### config.mk
export PLATFORM = sky130hd
export DESIGN_NAME = lsu_seq
export DESIGN_NICKNAME = d
export VERILOG_FILES = /design/src/sv/lsu_pkg.sv /design/src/sv/lsu_seq.sv
export SDC_FILE = /design/constraint.sdc
export NUM_CORES = 1
export LEC_CHECK = 0
export BUFFER_PORTS_ARGS = -buffer_cell sky130_fd_sc_hd__buf_2
export CORE_AREA = 8 8 45 47
export CTS_BUF_LIST = sky130_fd_sc_hd__clkbuf_2
export DETAILED_ROUTE_END_ITERATION = 10
export DIE_AREA = 0 0 53 55
export PLACE_DENSITY = 0.66
export SETUP_SLACK_MARGIN = 0.2
export SLEW_MARGIN = 20
export SYNTH_ARGS = -nofsm -noshare
export SYNTH_HDL_FRONTEND = slang
export SYNTH_SLANG_ARGS = --single-unit
export TNS_END_PERCENT = 50
### constraint.sdc
create_clock -name clk -period 3.25 [get_ports clk]
set_input_delay 0.325 -clock clk [delete_from_list [all_inputs] [get_ports clk]]
set_output_delay 0.325 -clock clk [all_outputs]
set_load 0.02 [all_outputs]
### src/sv/lsu_pkg.sv
// shared types, constants and the control store of the linked set union table
`default_nettype none

package lsu_pkg;

	localparam int ENTRIES    = 1024;
	localparam int CHUNK_BITS = 8;
	localparam int IDX_W      = $clog2(ENTRIES);
	localparam int PTR_W      = IDX_W + 1;
	localparam int CNT_W      = IDX_W + 1;
	localparam int PC_W       = 4;

	localparam logic [PTR_W-1:0] END_MARK   = PTR_W'(ENTRIES);
	localparam logic [CNT_W-1:0] FULL_COUNT = CNT_W'(ENTRIES);

	localparam logic [1:0] STATUS_OK        = 2'd0;
	localparam logic [1:0] STATUS_FULL      = 2'd1;
	localparam logic [1:0] STATUS_BAD_INDEX = 2'd2;

	localparam logic CMD_ADD  = 1'b0;
	localparam logic CMD_LINK = 1'b1;

	// branch conditions of the sequencer
	typedef enum logic [2:0] {
		COND_NEXT,
		COND_JUMP,
		COND_START,
		COND_FAIL,
		COND_SAME,
		COND_END
	} cond_t;

	// datapath actions
	typedef enum logic [3:0] {
		ACT_IDLE,
		ACT_ADD,
		ACT_CHECK,
		ACT_RDB,
		ACT_RDCH,
		ACT_SAME,
		ACT_PICK,
		ACT_WALK,
		ACT_APPEND,
		ACT_RELABEL
	} act_t;

	typedef struct packed {
		logic            accept;
		logic            emit;
		cond_t           cond;
		act_t            act;
		logic [PC_W-1:0] target;
	} uop_t;

	typedef struct packed {
		logic in_valid;
		logic cmd;
		logic fail;
		logic same;
		logic nx_end;
		logic out_busy;
	} seq_flags_t;

	typedef struct packed {
		act_t act;
		logic run;
		logic emit;
		logic accept;
	} seq_ctrl_t;

	localparam logic [PC_W-1:0] ST_IDLE    = 4'd0;
	localparam logic [PC_W-1:0] ST_ADD     = 4'd1;
	localparam logic [PC_W-1:0] ST_LINK    = 4'd2;
	localparam logic [PC_W-1:0] ST_RDB     = 4'd3;
	localparam logic [PC_W-1:0] ST_RDCH    = 4'd4;
	localparam logic [PC_W-1:0] ST_SAME    = 4'd5;
	localparam logic [PC_W-1:0] ST_PICK    = 4'd6;
	localparam logic [PC_W-1:0] ST_WALK    = 4'd7;
	localparam logic [PC_W-1:0] ST_APPEND  = 4'd8;
	localparam logic [PC_W-1:0] ST_RELABEL = 4'd9;

	// control store: one word per step
	function automatic uop_t lsu_rom(input logic [PC_W-1:0] pc);
		uop_t u;
		u = '{accept: 1'b0, emit: 1'b0, cond: COND_JUMP, act: ACT_IDLE, target: ST_IDLE};
		case (pc)
			ST_IDLE:    u = '{1'b1, 1'b0, COND_START, ACT_IDLE,    ST_LINK};
			ST_ADD:     u = '{1'b0, 1'b1, COND_JUMP,  ACT_ADD,     ST_IDLE};
			ST_LINK:    u = '{1'b0, 1'b1, COND_FAIL,  ACT_CHECK,   ST_IDLE};
			ST_RDB:     u = '{1'b0, 1'b0, COND_NEXT,  ACT_RDB,     ST_IDLE};
			ST_RDCH:    u = '{1'b0, 1'b0, COND_NEXT,  ACT_RDCH,    ST_IDLE};
			ST_SAME:    u = '{1'b0, 1'b1, COND_SAME,  ACT_SAME,    ST_IDLE};
			ST_PICK:    u = '{1'b0, 1'b0, COND_NEXT,  ACT_PICK,    ST_IDLE};
			ST_WALK:    u = '{1'b0, 1'b0, COND_END,   ACT_WALK,    ST_APPEND};
			ST_APPEND:  u = '{1'b0, 1'b0, COND_NEXT,  ACT_APPEND,  ST_IDLE};
			ST_RELABEL: u = '{1'b0, 1'b1, COND_END,   ACT_RELABEL, ST_IDLE};
			default:    u = '{1'b0, 1'b0, COND_JUMP,  ACT_IDLE,    ST_IDLE};
		endcase
		return u;
	endfunction

endpackage

`default_nettype wire

### src/sv/lsu_seq.sv
// microcode sequencer: step counter, control store and branch logic
`default_nettype none

module lsu_seq
	import lsu_pkg::*;
(
	input  wire logic       clk,
	input  wire logic       arst_n,
	input  wire seq_flags_t flags,
	output seq_ctrl_t       ctrl
);

	logic [PC_W-1:0] pc_q;
	logic [PC_W-1:0] pc_next;
	uop_t            uop;
	logic            taken;
	logic            emit;
	logic            hold;

	always_comb begin
		uop     = lsu_rom(pc_q);
		taken   = 1'b0;
		pc_next = pc_q + PC_W'(1);
		case (uop.cond)
			COND_NEXT: begin
				pc_next = pc_q + PC_W'(1);
			end
			COND_JUMP: begin
				taken   = 1'b1;
				pc_next = uop.target;
			end
			COND_START: begin
				if (!flags.in_valid) begin
					pc_next = pc_q;
				end else if (flags.cmd == CMD_LINK) begin
					pc_next = uop.target;
				end
			end
			COND_FAIL: begin
				taken = flags.fail;
				if (taken) begin
					pc_next = uop.target;
				end
			end
			COND_SAME: begin
				taken = flags.same;
				if (taken) begin
					pc_next = uop.target;
				end
			end
			COND_END: begin
				taken   = flags.nx_end;
				pc_next = taken ? uop.target : pc_q;
			end
			default: begin
				pc_next = ST_IDLE;
			end
		endcase
		// a result can only leave when the output register is free
		emit        = uop.emit && taken;
		hold        = emit && flags.out_busy;
		ctrl.act    = uop.act;
		ctrl.run    = !hold;
		ctrl.emit   = emit && !hold;
		ctrl.accept = uop.accept;
	end

	always_ff @(posedge clk or negedge arst_n) begin
		if (!arst_n) begin
			pc_q <= ST_IDLE;
		end else if (!hold) begin
			pc_q <= pc_next;
		end
	end

endmodule

`default_nettype wire

# [Word-level counts from Yosys, hierarchy flattened]
# Memories as Yosys holds them, arrays and structs flattened.
# Index checks and enable logic that the tools add are counted.
[totals] ff_bits=4 latchBits=0 ram_bits=0 rom_bits=176 in_bits=8 out_inout_bits=7 wordCells=24 mem_count=1
[memory_table] name="(name not given)" words=16 width=11 rd=1 rd_ports_with_merged_regs=0 write_ports=0 line="lsu_pkg.sv:86" source="case (pc)"
[classes] addsub=1 n_mul=0 div_mod_pow=0 order_cmp=0 n_eq_ne=7 shift=0 n_mux=7 n_bitwise=1 n_reduce_logical=6
[op_table] cell="4-bit one-hot mux with 6 select lines" count=1
[op_table] cell="4-bit two-way mux" count=5
[op_table] cell="3-bit by 2-bit equality test with 1-bit output, second input constant" count=2
[op_table] cell="3-bit equality test, second input constant" count=2
[op_table] cell="4-bit by 1-bit adder with 4-bit output, second input constant" count=1
[op_table] cell="2-bit != test, second input constant" count=2
[op_table] cell="1-bit one-hot mux with 4 select lines" count=1
[op_table] cell="3-bit by 1-bit equality test with 1-bit output, second input constant" count=1
[op_table] cell="1-bit logical AND" count=3
[op_table] cell="3-bit zero test" count=1
[op_table] cell="3-bit AND reduction" count=1
[op_table] cell="1-bit zero test" count=1
[op_table] cell="1-bit inverter" count=1

# [Logic depth before layout (Yosys ltp)]
# An unclocked memory read counts as a cell.
[logic_depth] ltp_word=7 mapped_depth=8 depth_no_buf=8

# [Worst setup path before layout]
# No wires, ideal clock.
[synth_timing] path_kind="reg2reg" startpoint="register pc_q[0]" endpoint="register pc_q[1]" setup_ps=125 t_arrival_ps=2179 t_required_ps=3125 slack_ps=946 stages_incl_launch_ff=8 period_less_slack_ps=2304 path_cell_list="dfrtp_1 -> inv_1 -> ha_1 -> mux2_4 -> o21ai_4 -> mux2_2 -> a22o_2 -> mux2_4"
[synth_between] elab_chain_len=7 word_cells_on_any_way=21 cone_classes="add/sub (1); eq/ne (7); mux (7); bitwise (1); reduce/logical (4); memory (1)"
[synth_lines] element="start, declared" line="lsu_seq.sv:13" source="logic [PC_W-1:0] pc_q;"
[synth_lines] element="start signal, assigned" line="lsu_seq.sv:72" source="pc_q <= pc_next;"
[synth_lines] element="memory 16 x 11 bit"
[synth_lines] element="3-bit equality test (tied with other cells)" line="lsu_seq.sv:24" source="case (uop.cond)"
[synth_lines] element="1-bit one-hot mux with 4 select lines" line="lsu_seq.sv:24"
[synth_lines] element="1-bit logical AND" line="lsu_seq.sv:60" source="emit = uop.emit && taken;"
[synth_lines] element="1-bit logical AND" line="lsu_seq.sv:61" source="hold = emit && flags.out_busy;"
[synth_lines] element="1-bit inverter (no line)"
[synth_lines] element="3-bit AND reduction (no line)"
# Parallel ways exist; a longest one is shown, timed or not. The select of a mux whose other input is x is not followed.
# A chain may end at the register's enable or synchronous reset.

==> impl_metrics.toml <==
[yosys]
synth-seq-area-share_pct = 18.0
ys_seq_elements = 4
ys_warn_count = 0
syn_area_um2 = 556
ys_types = 25
syn_inst = 59
syn_nets = 73
avgSynthCellArea_um2 = 9.42

[clock_tree]
post-cts-setup-buffers = 0
clock-sinks = 4
cts_buffer_depth = 2
cts_tree = "yes"
clkSlewWorstSetupHoldPaths_ns = 0.04
cts_root_buf = "clkbuf_2"
insertion_delay_ns = 0.20
cts_buffers = 3
cts_hold_buffers = 1
h-tree-depth = 1
cts-resized-gates = 0

[critical_path]
path_max_fanout = 7
worstSetupPathType = "register to output port"
setup.worst_path.start = "pc_q[0]$_DFFE_PN0P_"
ff2ff_path_depth = 7
cp_top_family = "flip-flops"
crit_required_ns = 2.92
slowest_stage = "dfrtp_1"
critPathLaunchType = "register"
r2r_slack_ns = 0.81
arrival_ns = 2.15
crit_end = "ctrl[1]"
timing.rr.end = "pc_q[1]$_DFFE_PN0P_"
cp-end-kind = "output port"
cp.depth = 8
path_buf_inv = 2
r2r-start = "pc_q[0]$_DFFE_PN0P_"
cp_slowest_stage_delay_ns = 0.40
path_cells = "inv_1, ha_1, mux2_4, o21ai_4, and2_2, o21ai_0, nor2_1, buf_2"

[power_and_ir_drop]
irDropWorstVdd_mv = 0.533
cellLeakagePower_nw = 0.331
powerDensity_mw_per_mm2 = 1200

[placed_design]
gp_congestion = 0.782
hpwl_um = 957
port_buffers = 14

[run_status]
status = "complete, no violations"

[final_layout]
regMostFlops = "pc_q"
diodes = 0
largest_reg_flops = 4
nets = 91
top_regs = "pc_q (4)"
drive_above_1_share_pct = 40.0
syn2layout_area_growth_pct = 16.7

[floorplanning]
rows = 14
core_mm2 = 0.00138
start_util_pct = 40.1
die_h_um = 55
io_pins = 15
die_area_mm2 = 0.00292
dieWidth_um = 53

[sta]
whs_ns = 0.468
tightest_slew_ns = 0.507
period_needed_ns = 2.48
relSlewSlack_pct = 66.2
slew_violations = 0
rsz0062_at_grt = "false"
fmax_mhz = 404
tns_ns = 0
hold_viol = 0
fin_crit_sh_pct = 76.2
skew_ns = 0.00388
setup_viol = 0

[global_routing]
grt_first_pass_wirelength_um = 2100
grt-ovfl-total = 0
grt_pass1_vias = 521
antenna_found_initial = 0
grt_max_degree = 14
track_usage_pct = 9.15

[worst_hold_path]
hold_path.class = "primary input to async pin"

[routing]
final_antenna_net_count = 0
post_drt_wl_per_cell_um = 12.5
dr.pass1.iters = 2
viasPerCell = 5.22
drt-total-wl_um = 1140
drt_iter0_drc = 5
num_vias = 475
drc = 0

[run]
max-cap-violations = 0
-- placed cells by master (no fill, tap or decap), drive strengths merged, types with 2 or more instances in the layout --
| cell | netlist | routed |
|---|---|---|
| nor3 | 4 | 4 |
| dfrtp | 4 | 4 |
| nor4 | 2 | 2 |
| buf | 2 | 14 |
| ha | 6 | 6 |
| nor2 | 8 | 8 |
| clkbuf | 0 | 3 |
| a21oi | 4 | 4 |
| nand2 | 3 | 3 |
| mux2 | 3 | 3 |
| inv | 4 | 4 |
| mux2i | 5 | 5 |
| o21ai | 4 | 4 |
| nand3b | 3 | 3 |
-- worst reg2reg max path: stages, from the launching register on --
cell and delay (ns):
dfrtp_1 0.40, inv_1 0.19, ha_1 0.30, mux2_4 0.29
o21ai_4 0.20, mux2_2 0.41, a22o_2 0.27, mux2_4 0.26
-- where the power goes --
part | switching (mW) | leakage [nW] | internal (mW)
sequential | 0.0486 | 0.0520 | 0.0738
clock | 0.0174 | 0.0125 | 0.0248
combinational | 0.336 | 0.267 | 0.278
total | 0.402 | 0.331 | 0.377
-- logic make-up after synthesis --
| kind of cell | after synthesis | synth area share, % |
|---|---|---|
| and+or+nand+nor | 23 | 25.5 |
| AOI/OAI and AO/OA | 12 | 19.8 |
| muxes | 8 | 16.4 |
| buffers and inverters | 6 | 6.76 |
| adders and majority gates | 6 | 13.5 |
| DFF | 4 | 18.0 |
-- worst min path at each step --
stage          slack [ns]  cells after the start   start                  end
4_1_cts              0.45                      2  arst_n  pc_q[0]$_DFFE_PN0P_
6_report             0.47                      2  arst_n  pc_q[0]$_DFFE_PN0P_
3_3_place_gp         0.13                      1  arst_n  pc_q[0]$_DFFE_PN0P_
2_1_floorplan        0.03                      0  arst_n  pc_q[0]$_DFFE_PN0P_
5_1_grt              0.48                      2  arst_n  pc_q[0]$_DFFE_PN0P_
3_5_place_dp         0.13                      1  arst_n  pc_q[0]$_DFFE_PN0P_
-- stage by stage --
stage | utilization [%] | area (µm²) | instances | total power, mW | setup WS (ns)
2_1_floorplan | - | 556 | 59 | 0.638 | 0.946
6_report | 46.8 | 648 | 91 | 0.779 | 0.774
5_1_grt | 46.8 | 648 | 91 | 0.865 | 0.534
3_5_place_dp | 45.0 | 623 | 87 | 0.743 | 0.799
4_1_cts | 46.8 | 648 | 91 | 0.790 | 0.736
3_3_place_gp | 45.0 | 623 | 87 | 0.742 | 0.813
-- layer usage --
metal  up-vias  global-route usage, %  part of all wire, %  routed length (µm)
met2        10                   15.2                   46                 528
met5         -                      0                    0                   0
met1       219                   10.6                   47                 539
li1        246                      -                    -                   -
met3         0                   2.94                  6.4                  73
met4         0                   3.88                    0                   0
-- cell type report --
cell class,instances,area [µm²]
tap,16,20.0
inverter,4,15.0
fill,135,736
clock buffer,3,15.0
multi-input combinational,49,418
timing repair buffer,15,80.1
sequential,4,100
-- synthesized netlist by cell type --
cell      count  area [µm²]
nand2_1       2        7.51
nand3b_1      2        15.0
nor4_1        2        12.5
o311ai_2      1        16.3
nor2_1        8        30.0
a21boi_2      1        11.3
mux2i_1       5        50.1
or2_2         1        6.26
o21ai_4       1        16.3
nor3_1        3        15.0
mux2_2        1        11.3
and2_2        1        7.51
buf_6         2        22.5
o211ai_4      1        21.3
dfrtp_1       4         100
a22o_2        1        10.0
and3_1        1        6.26
o21ai_0       3        15.0
a21oi_1       4        20.0
nor3_2        1        10.0
inv_1         4        15.0
ha_1          6        75.1
nand3b_4      1        20.0
mux2_4        2        30.0
nand2_4       1        11.3
No activity file was read; power rests on OpenSTA's default activity.
